<file path="src/design/dcv_pkg.sv">
// Shared types and constants for the draw command validator
package dcv_pkg;

    localparam int unsigned DATA_W    = 32;
    localparam int unsigned CFG_IDX_W = 2;
    localparam int unsigned PROD_W    = 26;
    localparam int unsigned COORD_W   = 12;

    localparam logic [DATA_W-1:0] TRI_MAX_DIM = 32'd4095;

    typedef enum logic [2:0] {
        ST_VALID       = 3'd0,
        ST_BAD_SURFACE = 3'd1,
        ST_OVERFLOW    = 3'd2,
        ST_TOO_SMALL   = 3'd3,
        ST_RECT_OUT    = 3'd4,
        ST_TRI_OUT     = 3'd5,
        ST_DEGENERATE  = 3'd6
    } status_t;

    typedef enum logic [1:0] {
        CMD_SURFACE = 2'd0,
        CMD_RECT    = 2'd1,
        CMD_TRI     = 2'd2
    } cmd_t;

    typedef enum logic [CFG_IDX_W-1:0] {
        CFG_SURFACE_WIDTH  = 2'd0,
        CFG_SURFACE_HEIGHT = 2'd1,
        CFG_ROW_PITCH      = 2'd2,
        CFG_BUFFER_BYTES   = 2'd3
    } cfg_idx_t;

    typedef struct packed {
        logic                      rect_out;
        logic                      tri_out;
        logic signed [PROD_W-1:0]  area_lhs;
        logic signed [PROD_W-1:0]  area_rhs;
    } geom_flags_t;

endpackage

</file>
<file path="src/design/dcv_geom_check.sv">
// Rectangle and triangle geometry checks against the configured surface
module dcv_geom_check
    import dcv_pkg::*;
(
    input  logic [DATA_W-1:0]        surface_width,
    input  logic [DATA_W-1:0]        surface_height,
    input  logic [DATA_W-1:0]        rect_x,
    input  logic [DATA_W-1:0]        rect_y,
    input  logic [DATA_W-1:0]        rect_width,
    input  logic [DATA_W-1:0]        rect_height,
    input  logic signed [DATA_W-1:0] vertex_a_x,
    input  logic signed [DATA_W-1:0] vertex_a_y,
    input  logic signed [DATA_W-1:0] vertex_b_x,
    input  logic signed [DATA_W-1:0] vertex_b_y,
    input  logic signed [DATA_W-1:0] vertex_c_x,
    input  logic signed [DATA_W-1:0] vertex_c_y,
    output geom_flags_t              flags
);

    function automatic logic in_surface(
        input logic signed [DATA_W-1:0] x,
        input logic signed [DATA_W-1:0] y,
        input logic [DATA_W-1:0]        w,
        input logic [DATA_W-1:0]        h
    );
        return !x[DATA_W-1] && !y[DATA_W-1] &&
               (unsigned'(x) < w) && (unsigned'(y) < h);
    endfunction

    function automatic logic signed [COORD_W:0] coord_diff(
        input logic signed [DATA_W-1:0] p,
        input logic signed [DATA_W-1:0] q
    );
        return signed'({1'b0, p[COORD_W-1:0]}) - signed'({1'b0, q[COORD_W-1:0]});
    endfunction

    logic                     dim_over;
    logic signed [COORD_W:0]  d_bax;
    logic signed [COORD_W:0]  d_cay;
    logic signed [COORD_W:0]  d_bay;
    logic signed [COORD_W:0]  d_cax;

    assign dim_over = (surface_width > TRI_MAX_DIM) || (surface_height > TRI_MAX_DIM);

    assign d_bax = coord_diff(vertex_b_x, vertex_a_x);
    assign d_cay = coord_diff(vertex_c_y, vertex_a_y);
    assign d_bay = coord_diff(vertex_b_y, vertex_a_y);
    assign d_cax = coord_diff(vertex_c_x, vertex_a_x);

    always_comb
    begin
        flags.rect_out = (rect_width == '0) || (rect_height == '0) ||
                         (rect_x >= surface_width) || (rect_y >= surface_height) ||
                         (rect_width > (surface_width - rect_x)) ||
                         (rect_height > (surface_height - rect_y));
        flags.tri_out  = dim_over ||
                         !in_surface(vertex_a_x, vertex_a_y, surface_width, surface_height) ||
                         !in_surface(vertex_b_x, vertex_b_y, surface_width, surface_height) ||
                         !in_surface(vertex_c_x, vertex_c_y, surface_width, surface_height);
        flags.area_lhs = PROD_W'(d_bax) * PROD_W'(d_cay);
        flags.area_rhs = PROD_W'(d_bay) * PROD_W'(d_cax);
    end

endmodule

</file>
<file path="src/design/draw_command_validator.sv">
// Draw command validator top level: configuration, pipeline and status decision
//
// Takes one command per clock: busy never rises, so start may be high in every
// cycle. Each command gives one result on status, accepted and byte_count,
// shown for exactly one cycle with done high, after passing the input register,
// a stage holding the 32x32 surface byte-count product and the two triangle
// area products, then the result register. Results leave in command order and
// cannot be held off by the receiver. The configuration channel is always
// ready; write it only with no command in flight.
module draw_command_validator
    import dcv_pkg::*;
(
    input  logic                     clk,
    input  logic                     rst_n,
    input  logic                     start,
    output logic                     busy,
    input  logic [1:0]               command,
    input  logic [DATA_W-1:0]        rect_x,
    input  logic [DATA_W-1:0]        rect_y,
    input  logic [DATA_W-1:0]        rect_width,
    input  logic [DATA_W-1:0]        rect_height,
    input  logic signed [DATA_W-1:0] vertex_a_x,
    input  logic signed [DATA_W-1:0] vertex_a_y,
    input  logic signed [DATA_W-1:0] vertex_b_x,
    input  logic signed [DATA_W-1:0] vertex_b_y,
    input  logic signed [DATA_W-1:0] vertex_c_x,
    input  logic signed [DATA_W-1:0] vertex_c_y,
    input  logic                     cfg_valid,
    output logic                     cfg_ready,
    input  logic [CFG_IDX_W-1:0]     cfg_index,
    input  logic [DATA_W-1:0]        cfg_data,
    output logic                     done,
    output logic [2:0]               status,
    output logic                     accepted,
    output logic [DATA_W-1:0]        byte_count
);

    logic [DATA_W-1:0] surface_width_reg;
    logic [DATA_W-1:0] surface_height_reg;
    logic [DATA_W-1:0] row_pitch_reg;
    logic [DATA_W-1:0] buffer_bytes_reg;

    logic                     s0_valid_reg;
    cmd_t                     s0_cmd_reg;
    logic [DATA_W-1:0]        s0_rect_x_reg;
    logic [DATA_W-1:0]        s0_rect_y_reg;
    logic [DATA_W-1:0]        s0_rect_w_reg;
    logic [DATA_W-1:0]        s0_rect_h_reg;
    logic signed [DATA_W-1:0] s0_ax_reg;
    logic signed [DATA_W-1:0] s0_ay_reg;
    logic signed [DATA_W-1:0] s0_bx_reg;
    logic signed [DATA_W-1:0] s0_by_reg;
    logic signed [DATA_W-1:0] s0_cx_reg;
    logic signed [DATA_W-1:0] s0_cy_reg;

    logic                     s1_valid_reg;
    cmd_t                     s1_cmd_reg;
    logic [2*DATA_W-1:0]      s1_bytes_reg;
    logic                     s1_bad_reg;
    logic                     s1_pitch_ovf_reg;
    geom_flags_t              s1_flags_reg;

    logic [DATA_W-1:0]        pitch_bytes;
    logic [2*DATA_W-1:0]      bytes_next;
    logic                     bad_next;
    geom_flags_t              flags_next;

    status_t                  surf_status;
    status_t                  status_next;

    logic                     done_reg;
    status_t                  status_reg;
    logic                     accepted_reg;
    logic [DATA_W-1:0]        byte_count_reg;

    assign busy      = 1'b0;
    assign cfg_ready = 1'b1;

    always_ff @(posedge clk or negedge rst_n)
    begin
        if (!rst_n)
        begin
            surface_width_reg  <= '0;
            surface_height_reg <= '0;
            row_pitch_reg      <= '0;
            buffer_bytes_reg   <= '0;
        end
        else if (cfg_valid && cfg_ready)
        begin
            case (cfg_idx_t'(cfg_index))
                CFG_SURFACE_WIDTH:  surface_width_reg  <= cfg_data;
                CFG_SURFACE_HEIGHT: surface_height_reg <= cfg_data;
                CFG_ROW_PITCH:      row_pitch_reg      <= cfg_data;
                CFG_BUFFER_BYTES:   buffer_bytes_reg   <= cfg_data;
                default: ;
            endcase
        end
    end

    // input register
    always_ff @(posedge clk or negedge rst_n)
    begin
        if (!rst_n)
            s0_valid_reg <= 1'b0;
        else
            s0_valid_reg <= start && !busy;
    end

    always_ff @(posedge clk)
    begin
        if (start && !busy)
        begin
            s0_cmd_reg    <= cmd_t'(command);
            s0_rect_x_reg <= rect_x;
            s0_rect_y_reg <= rect_y;
            s0_rect_w_reg <= rect_width;
            s0_rect_h_reg <= rect_height;
            s0_ax_reg     <= vertex_a_x;
            s0_ay_reg     <= vertex_a_y;
            s0_bx_reg     <= vertex_b_x;
            s0_by_reg     <= vertex_b_y;
            s0_cx_reg     <= vertex_c_x;
            s0_cy_reg     <= vertex_c_y;
        end
    end

    assign pitch_bytes = {row_pitch_reg[DATA_W-3:0], 2'b00};
    assign bytes_next  = {{DATA_W{1'b0}}, pitch_bytes} * {{DATA_W{1'b0}}, surface_height_reg};
    assign bad_next    = (surface_width_reg == '0) || (surface_height_reg == '0) ||
                         (row_pitch_reg < surface_width_reg) || (buffer_bytes_reg == '0);

    dcv_geom_check u_geom (
        .surface_width  (surface_width_reg),
        .surface_height (surface_height_reg),
        .rect_x         (s0_rect_x_reg),
        .rect_y         (s0_rect_y_reg),
        .rect_width     (s0_rect_w_reg),
        .rect_height    (s0_rect_h_reg),
        .vertex_a_x     (s0_ax_reg),
        .vertex_a_y     (s0_ay_reg),
        .vertex_b_x     (s0_bx_reg),
        .vertex_b_y     (s0_by_reg),
        .vertex_c_x     (s0_cx_reg),
        .vertex_c_y     (s0_cy_reg),
        .flags          (flags_next)
    );

    // product stage
    always_ff @(posedge clk or negedge rst_n)
    begin
        if (!rst_n)
            s1_valid_reg <= 1'b0;
        else
            s1_valid_reg <= s0_valid_reg;
    end

    always_ff @(posedge clk)
    begin
        if (s0_valid_reg)
        begin
            s1_cmd_reg       <= s0_cmd_reg;
            s1_bytes_reg     <= bytes_next;
            s1_bad_reg       <= bad_next;
            s1_pitch_ovf_reg <= |row_pitch_reg[DATA_W-1:DATA_W-2];
            s1_flags_reg     <= flags_next;
        end
    end

    always_comb
    begin
        if (s1_bad_reg)
            surf_status = ST_BAD_SURFACE;
        else if (s1_pitch_ovf_reg || (s1_bytes_reg[2*DATA_W-1:DATA_W] != '0))
            surf_status = ST_OVERFLOW;
        else if (s1_bytes_reg[DATA_W-1:0] > buffer_bytes_reg)
            surf_status = ST_TOO_SMALL;
        else
            surf_status = ST_VALID;

        status_next = surf_status;
        if (surf_status == ST_VALID)
        begin
            case (s1_cmd_reg)
                CMD_RECT:
                begin
                    if (s1_flags_reg.rect_out)
                        status_next = ST_RECT_OUT;
                end
                CMD_TRI:
                begin
                    if (s1_flags_reg.tri_out)
                        status_next = ST_TRI_OUT;
                    else if (s1_flags_reg.area_lhs == s1_flags_reg.area_rhs)
                        status_next = ST_DEGENERATE;
                end
                default: ;
            endcase
        end
    end

    // result register
    always_ff @(posedge clk or negedge rst_n)
    begin
        if (!rst_n)
            done_reg <= 1'b0;
        else
            done_reg <= s1_valid_reg;
    end

    always_ff @(posedge clk)
    begin
        if (s1_valid_reg)
        begin
            status_reg     <= status_next;
            accepted_reg   <= (status_next == ST_VALID);
            byte_count_reg <= (surf_status == ST_VALID) ? s1_bytes_reg[DATA_W-1:0] : '0;
        end
    end

    assign done       = done_reg;
    assign status     = status_reg;
    assign accepted   = accepted_reg;
    assign byte_count = byte_count_reg;

endmodule

</file>
<file path="config.mk">
export PLATFORM = sky130hd
export DESIGN_NAME = draw_command_validator
export DESIGN_NICKNAME = d
export VERILOG_FILES = /design/src/design/dcv_pkg.sv /design/src/design/dcv_geom_check.sv /design/src/design/draw_command_validator.sv
export SDC_FILE = /design/constraint.sdc
export NUM_CORES = 2
export LEC_CHECK = 0
export BUFFER_PORTS_ARGS = -buffer_cell sky130_fd_sc_hd__buf_2
export CAP_MARGIN = 20
export CELL_PAD_IN_SITES_DETAIL_PLACEMENT = 0
export CELL_PAD_IN_SITES_GLOBAL_PLACEMENT = 1
export CORE_AREA = 8 8 416 418
export DETAILED_ROUTE_END_ITERATION = 8
export DIE_AREA = 0 0 424 426
export PLACE_DENSITY_LB_ADDON = 0.1
export SLEW_MARGIN = 20
export SYNTH_ARGS = -nofsm -noshare
export SYNTH_HDL_FRONTEND = slang
export SYNTH_SLANG_ARGS = --single-unit
</file>
<file path="constraint.sdc">
create_clock -name clk -period 7 [get_ports clk]
set_input_delay 0.7 -clock clk [delete_from_list [all_inputs] [get_ports clk]]
set_output_delay 0.7 -clock clk [all_outputs]
set_load 0.05 [all_outputs]
</file>
==> summary.txt <==
CTS
  – Clock transition at path regs: 0.06 ns
  – CTS buffer count: 77
  – Bufs on Longest Clock Path: 3
  – Root Driver: clkbuf_16
  – CTS tree: yes
  – Skew-Pair Late Insertion Delay: 0.74 ns
  – H-tree lvl count: 3
  – Sink Count: 607

Die
  – Die H: 426 um
  – I/O Pins: 399
  – DIE AREA: 0.1806 sq mm
  – Initial core utilization: 45.70%
  – Placeable Area: 0.1663 sq mm
  – Rows: 150
  – Die W: 424 um

Detailed routing
  – Total number of vias: 57090
  – DR pass1 iterations: 5
  – Residual DRC: 0
  – Routed WL per cell: 23.02 um
  – Initial DRC Count: 3339
  – Wirelength, routed: 249500 um
  – Vias per std cell: 5.267
  – Routed Antenna Nets: 0

Logic synthesis
  – Yosys top cell by area: fa_1
  – EDFF count, synth: 476
  – Synth unique cells: 89
  – Synth area leaders: fa_1 31%, edfxtp_1 19%, ha_1 13%
  – Synth warn: 0
  – Main synth FF type: edfxtp_1
  – Number of synthesized register bits: 607
  – Syn_area_per_cell: 10.20 sq um
  – Synth top cells by count: 1476 x inv_1, 1166 x fa_1, 809 x ha_1
  – Syn Inst Count: 7453
  – Async SR Flop Fraction: 21.58%
  – Synth Cell Area: 0.07599 sq mm
  – Sequential fraction of the synthesis area: 23.12%
  – Synth top area share: 30.72%
  – Cell with the most instances after synthesis: inv_1

Worst setup path
  – Max FO, Critical Path: 5
  – WP data required: 7.45 ns
  – Worst r2r src: surface_height_reg[9]$_DFFE_PN0P_
  – Flop2flop setup slack: -0.50 ns
  – Crit. End Element: flip-flop
  – R2R Path End: s1_bytes_reg[58]$_DFFE_PP_
  – Arr. time, crit path: 7.94 ns
  – FF-to-FF path depth: 26
  – Startpoint Class: flip-flop
  – Worst Path Class, Setup: flip-flop to flip-flop

Placement
  – I/O Buffers: 394
  – GP Congestion: 0.9594
  – DP HPWL: 210600 um

Global route
  – GRT Resource Usage Total: 27.85%
  – Vias in the first global route: 62290
  – Global route total overflow: 0
  – Pin count of the biggest net entering global routing: 156
  – Global-route wire length before repair: 380300 um
  – Antenna violations before repair: 31

Layout
  – Layout cells sized above 1: 22.37%
  – Final nets: 10890
  – Max FFs per register: 62
  – Multi-input combinational cell area: 0.05399 sq mm
  – P&R area growth vs syn: 21.22%
  – Storage cell area: 0.01760 sq mm
  – Fillcell total: 14930

STA
  – Final period util: 107.1%
  – Fmax: 0.1334 GHz
  – Clk_skew: 0.07449 ns
  – Final WS setup: -0.4968 ns
  – Setup violators final: 49
  – Slew Limit Headroom: 31.92%
  – Final Slew Violations: 0
  – Period minus WS final: 7.497 ns
  – RSZ-0062 raised after global routing: true
  – Worst-Margin Slew: 1.012 ns
  – Final count of hold timing violations: 0
  – WHS: 0.01584 ns

Flow run
  – Max_cap viols: 0

Run status
  – Status: finished with violations
  – Failing checks: setup timing

Worst hold path
  – Min-delay worst type: primary input to asynchronous set/reset pin
[final cells by class]
| type | instances | share of cell area [%] |
|---|---|---|
| sequential | 607 | 19.11 |
| antenna | 16 | 0.04346 |
| clock buffer | 94 | 2.238 |
| timing repair buffer | 1275 | 10.44 |
| clock inverter | 46 | 0.5433 |
| tap | 2204 | 2.994 |
| multi-input combinational | 5120 | 58.61 |
| inverter | 1477 | 6.024 |
[metal layers]
| metal | vias up | track usage, % | routed length, um |
|---|---|---|---|
| met2 | 1527 | 49.42 | 126200 |
| li1 | 25930 | - | - |
| met5 | - | 0 | 13 |
| met1 | 29210 | 34.33 | 99110 |
| met4 | 2 | 11.48 | 11630 |
| met3 | 427 | 3.543 | 12620 |
[worst max-delay path by stage]
stage	start	slack (ns)	depth (start not counted)	to
5_1_grt	row_pitch_reg[18]$_DFFE_PN0P_	-0.71	27	s1_bytes_reg[58]$_DFFE_PP_
3_3_place_gp	s0_bx_reg[1]$_DFFE_PP_	-0.56	28	s1_flags_reg[51]$_DFFE_PP_
2_1_floorplan	s0_bx_reg[0]$_DFFE_PP_	-0.29	31	s1_flags_reg[50]$_DFFE_PP_
4_1_cts	s0_cx_reg[1]$_DFFE_PP_	-0.49	28	s1_flags_reg[25]$_DFFE_PP_
6_report	surface_height_reg[9]$_DFFE_PN0P_	-0.50	26	s1_bytes_reg[58]$_DFFE_PP_
3_5_place_dp	s0_bx_reg[1]$_DFFE_PP_	-0.69	28	s1_flags_reg[51]$_DFFE_PP_
[stage by stage]
step | instance area [sq um] | TNS (ns) | utilization (%) | setup WS [ns] | std cells
floorplan | 76460 | -1.447 | - | -0.2869 | 7455
global placement | 86710 | -19.92 | 52.14 | -0.5573 | 10580
detailed placement | 86710 | -22.61 | 52.14 | -0.6949 | 10580
CTS | 91090 | -11.59 | 54.78 | -0.4862 | 10800
global route | 92110 | -25.54 | 55.39 | -0.7142 | 10840
finish | 92120 | -11.67 | 55.40 | -0.4968 | 10840
[logic make-up (layout without fill, tap and decap cells)]
group	Yosys count	count (layout)	share of synthesized area [%]
AOI/OAI and AO/OA	789	789	6.764
DFF	607	607	23.12
and+or+nand+nor	2001	2001	13.10
xor gates and xnor gates	252	252	2.934
muxes	99	99	1.464
adders and majority gates	1975	1975	44.04
buffers and inverters	1728	2892	8.568
other	2	20	0.009883
[cells in the final DEF, fill, tap and decap left out, types with 110 or more instances in the layout]
cell type,Yosys,final
nor2_1,228,213
buf_4,4,763
ha_1,809,757
xnor2_1,157,139
nand2_1,768,756
a21o_1,185,182
o21ai_0,137,114
and2_1,522,499
buf_2,7,394
a21oi_1,229,180
edfxtp_1,476,476
fa_1,1166,1122
inv_1,1476,1425
dfrtp_1,131,110
[timing repair]
| action | CTS | global route |
|---|---|---|
| gates resized for setup | 285 | 175 |
| endpoints found under the setup margin | 62 | 67 |
| gates cloned | 1 | 1 |
| setup buffers | 76 | 32 |
| pin swaps | 242 | 134 |
| hold buffers | 0 | 0 |
[critical path, cell delays in order (launching register included)]
cell and delay, ns:
dfrtp_2 0.47, bufbuf_16 0.29, and2_1 0.16, fa_2 0.56, fa_1 0.42, inv_1 0.08, fa_2 0.45, fa_1 0.52
inv_1 0.07, fa_2 0.48, fa_1 0.44, fa_1 0.52, inv_1 0.06, fa_1 0.50, inv_2 0.05, ha_4 0.27
buf_4 0.11, and2_4 0.14, nand3_2 0.06, or3_1 0.36, o32ai_2 0.15, a31oi_4 0.09, o211ai_2 0.25, nand2_2 0.15
or4_1 0.43, nand2_1 0.08, xor2_1 0.06
Power is left out: the tool's default activity adds up to more than one toggle a clock period on the data nets, which glitch-free logic cannot reach.
